`config.mk`:
```
export PLATFORM = sky130hd
export DESIGN_NAME = ptc_back
export DESIGN_NICKNAME = d
export VERILOG_FILES = /design/src/rtl/core/ptc_pkg.sv /design/src/rtl/core/ptc_back.sv
export SDC_FILE = /design/constraint.sdc
export NUM_CORES = 2
export LEC_CHECK = 0
export BUFFER_PORTS_ARGS = -buffer_cell sky130_fd_sc_hd__buf_2
export CORE_MARGIN = 3
export CORE_UTILIZATION = 40
export CTS_CLUSTER_SIZE = 30
export DETAILED_ROUTE_END_ITERATION = 10
export GPL_ROUTABILITY_DRIVEN = 0
export PLACE_DENSITY = 0.61
export SYNTH_ARGS = -nofsm -noshare
export SYNTH_HDL_FRONTEND = slang
export SYNTH_SLANG_ARGS = --single-unit
export TNS_END_PERCENT = 1
```
`constraint.sdc`:
```
create_clock -name clk_i -period 9 [get_ports clk_i]
set_input_delay 0 -clock clk_i [delete_from_list [all_inputs] [get_ports clk_i]]
set_output_delay 0 -clock clk_i [all_outputs]
set_load 0.005 [all_outputs]
```
`src/rtl/core/ptc_pkg.sv`:
```
// shared types, constants and helpers of the pressure/temperature compensation unit
`timescale 1ns / 1ps
`default_nettype none
package ptc_pkg;

  localparam int unsigned DivLatency   = 32;
  localparam int unsigned FrontLatency = 12;
  localparam int unsigned BackLatency  = 3;

  localparam logic [31:0] FineOffset  = 32'd64000;
  localparam logic [31:0] AdcFull     = 32'd1048576;
  localparam logic [31:0] PressScale  = 32'd3125;
  localparam logic [31:0] Half15      = 32'd32768;
  localparam logic [31:0] RoundTemp   = 32'd128;

  typedef enum logic [1:0] {
    RegCalT  = 2'd0,
    RegCalPa = 2'd1,
    RegCalPb = 2'd2,
    RegCalPc = 2'd3
  } reg_idx_e;

  // calibration coefficients, already widened to 32 bits
  typedef struct packed {
    logic [31:0] t1;
    logic [31:0] t2;
    logic [31:0] t3;
    logic [31:0] p1;
    logic [31:0] p2;
    logic [31:0] p3;
    logic [31:0] p4;
    logic [31:0] p5;
    logic [31:0] p6;
    logic [31:0] p7;
    logic [31:0] p8;
    logic [31:0] p9;
  } cal_t;

  // what rides alongside the divider
  typedef struct packed {
    logic [23:0] temp;
    logic        post;
    logic        zero;
  } side_t;

  typedef struct packed {
    logic        vld;
    logic [31:0] num;
    logic [31:0] den;
    side_t       side;
  } div_req_t;

  typedef struct packed {
    logic        vld;
    logic [31:0] quo;
    side_t       side;
  } div_rsp_t;

  function automatic logic [31:0] asr(input logic [31:0] x, input int unsigned n);
    asr = 32'($signed(x) >>> n);
  endfunction

endpackage
`default_nettype wire

```
`src/rtl/core/ptc_back.sv`:
```
// pressure correction stages after the divide
`timescale 1ns / 1ps
`default_nettype none
module ptc_back (
  input  wire logic               clk_i,
  input  wire logic               rst_ni,
  input  wire ptc_pkg::div_rsp_t  rsp_i,
  input  wire ptc_pkg::cal_t      cal_i,
  output logic                    out_valid_o,
  output logic [23:0]             temp_o,
  output logic [31:0]             press_o,
  output logic                    zero_o
);

  logic [2:0]  vld_q;
  logic [31:0] b1_p_q, b1_m_q, b1_m8_q;
  logic [31:0] b2_p_q, b2_m9_q, b2_b_q;
  logic [23:0] temp_q [3];
  logic        zero_q [3];
  logic [31:0] press_q;
  logic [31:0] p, p3, a, sum;

  always_comb begin
    p   = rsp_i.side.post ? (rsp_i.quo << 1) : rsp_i.quo;
    p3  = p >> 3;
    a   = ptc_pkg::asr(b2_m9_q, 12);
    sum = b2_p_q + ptc_pkg::asr(a + b2_b_q + cal_i.p7, 4);
  end

  always_ff @(posedge clk_i or negedge rst_ni) begin
    if (!rst_ni) begin
      vld_q <= '0;
    end else begin
      vld_q <= {vld_q[1:0], rsp_i.vld};
    end
  end

  always_ff @(posedge clk_i) begin
    b1_p_q    <= p;
    b1_m_q    <= p3 * p3;
    b1_m8_q   <= (p >> 2) * cal_i.p8;
    b2_p_q    <= b1_p_q;
    b2_m9_q   <= cal_i.p9 * (b1_m_q >> 13);
    b2_b_q    <= ptc_pkg::asr(b1_m8_q, 13);
    press_q   <= zero_q[1] ? '0 : sum;
    temp_q[0] <= rsp_i.side.temp;
    zero_q[0] <= rsp_i.side.zero;
    for (int i = 1; i < 3; i++) begin
      temp_q[i] <= temp_q[i-1];
      zero_q[i] <= zero_q[i-1];
    end
  end

  assign out_valid_o = vld_q[2];
  assign temp_o      = temp_q[2];
  assign press_o     = press_q;
  assign zero_o      = zero_q[2];

endmodule
`default_nettype wire

```
# ---- Yosys cells after proc, flatten, opt, wreduce, memory -nomap -nowiden
# Memories as Yosys holds them, arrays and structs flattened.
# Index checks and enable logic that the tools add are counted.
dict set report totals {
  reg_bits 214
  mem_bits_rw 75
  n_memories 2
}
# name depth width rd rd_clocked_by_memory_dff wr line_no
set mem_list {}
lappend mem_list {temp_q 3 24 3 0 3 ptc_back.sv:18} ;# logic [23:0] temp_q [3];
lappend mem_list {zero_q 3 1 3 0 3 ptc_back.sv:19} ;# logic zero_q [3];
dict set report classes {
  addsub 3
  n_mul 3
  n_mux 1
}
# cell count
set op_table {}
lappend op_table {{32-bit adder} 2}
lappend op_table {{29-bit by 29-bit multiplier with 32-bit output} 1}
lappend op_table {{30-bit by 32-bit multiplier with 32-bit output} 1}
lappend op_table {{32-bit by 19-bit multiplier with 32-bit output} 1}
lappend op_table {{32-bit two-way mux} 1}
lappend op_table {{20-bit by 19-bit adder with 21-bit output} 1}

# ---- Longest topological paths before layout
dict set report depth {
  ltp_word 3
  depth_mapped 35
  depth_no_buf 33
}

# ---- Least setup slack after synthesis
# OpenSTA, ideal clock, no wires.
dict set report synth_path {
  path_type {input-to-reg}
  startpoint {input port rsp_i[1] (netlist bit)}
  endpoint {register b1_m_q[31]}
  setup_ps 72
  t_arrival_ps 7386
  required_time_ps 8928
  slack_ps 1542
  path_stages 30
  cell_sequence {buf_2 > buf_4 > buf_2 > mux2i_1 > inv_1 > clkbuf_1 > clkbuf_1 > nand2_1 > inv_1 > fa_1 > fa_1 > fa_1 > inv_1 > fa_1 > inv_1 > fa_1 > inv_1 > fa_1 > inv_1 > fa_1 > fa_1 > ha_1 > a21o_1 > a21oi_1 > o2111ai_1 > nand2_1 > a211oi_1 > or4_1 > a21oi_1 > xnor2_1}
}
dict set report synth_via {
  elab_chain_len 2
}
# element line_no
set synth_lines {}
lappend synth_lines {{start, declared} ptc_back.sv:7} ;# input wire ptc_pkg::div_rsp_t rsp_i,
lappend synth_lines {{32-bit two-way mux} ptc_back.sv:24} ;# p = rsp_i.side.post ? (rsp_i.quo << 1) : rsp_i.quo;
lappend synth_lines {{net p[6]} ptc_back.sv:21} ;# logic [31:0] p, p3, a, sum;
lappend synth_lines {{29-bit by 29-bit multiplier with 32-bit output} ptc_back.sv:40} ;# b1_m_q <= p3 * p3;
lappend synth_lines {{end signal, assigned} ptc_back.sv:40}
lappend synth_lines {{end, declared} ptc_back.sv:16} ;# logic [31:0] b1_p_q, b1_m_q, b1_m8_q;
# The timed path passes the listed nets, and every way through them passes these cells.
# A chain may end at the register's enable or synchronous reset.

# ---- Final worst setup path
dict set report layout_path {
  startpoint {input port rsp_i[1] (netlist bit)}
  endpoint {register b1_m_q[31]}
}
dict set report layout_via {
  elab_chain_len 2
}
# element line_no
set layout_lines {}
lappend layout_lines {{32-bit two-way mux} ptc_back.sv:24}
lappend layout_lines {{29-bit by 29-bit multiplier with 32-bit output} ptc_back.sv:40}
# Every way passes these cells.

==> metrics.md <==
| Metric | Value |
|---|---|
| Initial antenna violation count | 6 |
| Initial core utilization | 0.4039 |
| Vias | 34519 |
| Rows | 128 |
| Cell variety after synth | 68 |
| Compound-cell area share of the yosys netlist | 0.03757 |
| Fin crit share | 0.8519 |
| Worst skew pair latency | 0.57 ns |
| Syn nets | 7258 |
| Die Height | 357.0 um |
| Crit end category | flip-flop |
| Sequential share of the synthesized area | 0.1023 |
| Fmax | 130.4 MHz |
| Layout cell share with drive strength beyond 1 | 0.06506 |
| Post-layout util | 0.4360 |
| Worst Hold Class | in -> reg |
| Top_reg_cell synth | dfxtp_1 |
| Global-route wire length before repair | 207.8 mm |
| Post-Synthesis Cells | 5309 |
| Final Hold Vio Count | 0 |
| Seq cells post-synth | 251 |
| Post-synthesis mux area share | 0.007514 |
| Max Transition Viols Final | 0 |
| CP startpoint kind | input pin |
| Synth top area cells | fa_1, dfxtp_1, inv_1 |
| Crit Path Class | in -> reg |
| Antenna-violating nets left | 0 |
| Footprint of the multi-input gates | 38410 sq um |
| Largest stage delay, worst path | 0.60 ns |
| Critical path arrival | 8.09 ns |
| Root Driver | clkbuf_16 |
| H-tree depth | 1 |
| Tmin final | 7.667 ns |
| RSZ-0062 raised after global routing | no |
| Largest net degree at the start of global routing | 38 |
| Status | finished clean |
| Xor-xnor portion of the synthesized cell area | 0.04047 |
| Post-CTS sizing | 0 |
| Max-Cap Viols | 0 |
| Post-detail-place hpwl | 104.8 mm |
| Num CTS Buffers | 27 |
| Vias in the first global route | 38134 |
| Reg clk slew, reported paths | 0.06 ns |
| Synth Area in Simple Gates | 0.1414 |
| Full die area | 127500 sq um |
| Slew @ Worst Pin | 1.111 ns |
| Reg2reg path depth | 21 |
| Synthesized cell area | 49290 sq um |
| Avg Cell Area, Syn | 9.284 sq um |
| Clock Sinks | 251 |
| CP max stage cell | fa_1 |
| Adder-cell share of the synthesized area | 0.5521 |
| Placed Instances | 6987 |
| Fillers | 12069 |
| Port Buffer Count | 214 |
| Register area | 5040 sq um |
| Die width | 357.0 um |
| GR Util All Layers | 0.2086 |
| Routed len/inst | 18.16 um |
| CP top delay family | adder cells |
| DR DRC count | 0 |
| Main combinational cell family by area after synthesis | adder cells |
| Grt total ovfl | 0 |
| CP max FO | 13 |
| Initial DRC count | 1675 |
| Async S/R FF share, synth | 0.01195 |
| CTS tree | built |
| Layout area overhead | 7.964% |
| Post-synth top area share | 0.4541 |
| Total wire length | 128.4 mm |
| Synth Warn # | 0 |
| WP buf/inv | 8 |
| Setup violators final | 0 |
| Hold Crit Depth | 3 |
| Post-route insts no fill | 7069 |
| DRT Pass-1 Iters | 7 |
| Synth area leader | fa_1 |
| TNS Setup | 0 ns |
| Slew Limit Headroom | 0.2384 |
| Worst path depth | 29 |
| Max clock buf depth | 3 |
| Vias per cell | 4.883 |
| List of most frequent post-synthesis cells | inv_1, fa_1, nand2_1, and2_1, ha_1 |
| Req. time, crit path | 9.42 ns |
| Worst Skew | 0.01210 ns |
| Ports | 503 |
| Count leader, synth | inv_1 |
| Core Region | 122000 sq um |
| Final nets | 7370 |
| Post-synth EDFFs | 0 |
## flip-flops by register name, indices dropped and copies added, names as in the netlist
signal and flops:
temp_q 72, b2_p_q 32, press_o 32, b1_p_q 31
b1_m_q 20, b2_m9_q 20, b1_m8_q 19, b2_b_q 19
vld_q 3, zero_q 3
## logic make-up (layout without fill, tap and decap cells)
group | after synthesis | count (layout)
buffers and inverters | 1533 | 1665
adder cells (fa/ha/maj) | 1504 | 1504
AND/OR/NAND/NOR | 1473 | 1473
other | 0 | 3
XOR/XNOR | 226 | 226
flip-flops | 251 | 251
multiplexers | 35 | 35
AO/OA/AOI/OAI | 287 | 287
## routing by layer
layer / GRT usage / up-vias / part of all wire
li1: - / 15607 / -
met3: 0.02544 / 215 / 0.058
met4: 0.06823 / 2 / 0.038
met1: 0.2746 / 17707 / 0.42
met5: 0 / - / 0.000070
met2: 0.3576 / 988 / 0.48
## through the flow
step	setup WS (ns)	hold slack, ns	cell area (sq um)
floorplan	1.542	-0.2956	49290
global placement	0.8062	-0.2009	52000
detailed placement	0.7549	-0.1930	52000
CTS	1.345	0.04017	53200
global route	0.8983	0.04965	53210
finish	1.333	0.05423	53210
## layout by cell type, fill, tap and decap left out, types with 27 or more instances in the layout
cell           synthesis  layout
nor2_1               220     220
dfxtp_1              248     248
fa_1                1118    1118
clkbuf_16              0      27
o21ai_0               41      41
inv_1               1292    1290
xnor2_1              165     165
ha_1                 386     386
nand2_1              662     662
a21o_1                46      46
buf_4                 25      72
xor2_1                60      60
dlygate4sd3_1          0      30
buf_2                  3     214
a21oi_1              102     102
and2_1               466     466
nor3_1                36      36
## final cells by class
| cell class | count | area share |
|---|---|---|
| Timing Repair Buffer | 318 | 0.03668 |
| Sequential cell | 251 | 0.09471 |
| Clock buffer | 39 | 0.01486 |
| Multi-Input combinational cell | 3525 | 0.7218 |
| Clock inverter | 10 | 0.002069 |
| Inverter | 1298 | 0.09156 |
| Antenna cell | 3 | 0.0001411 |
| Tap cell | 1625 | 0.03821 |
## path summary, 6_finish.rpt
kind / startpoint / end / slack (ns)
min in group asynchronous: rst_ni / vld_q[2] / 0.38
hold reg to reg: b1_m8_q[16] / b2_b_q[3] / 0.32
setup / recovery: rsp_i[1] / b1_m_q[31] / 1.33
max in group asynchronous: rst_ni / vld_q[0] / 8.44
hold / removal: cal_i[95] / press_o[31] / 0.05
setup reg to reg: b1_m_q[16] / b2_m9_q[31] / 1.49
## worst reg2reg max path: cells and delay by family, from the launching register on
| family | cells | cell delay, ns |
|---|---|---|
| fa+ha+maj | 7 | 3.30 |
| flops | 1 | 0.87 |
| compound gates | 6 | 1.97 |
| buf+inv | 5 | 0.74 |
| simple gates | 2 | 0.18 |
| xor+xnor | 1 | 0.27 |
## timing repair
action | in CTS | in global routing
setup buffers | 0 | 0
hold buffers | 30 | 0
endpoints found under the hold margin | 31 | 0
endpoints found under the setup margin | 0 | 0
Power is not shown: default switching activity piles up to over one toggle a cycle in this logic, so the estimate is an artifact.
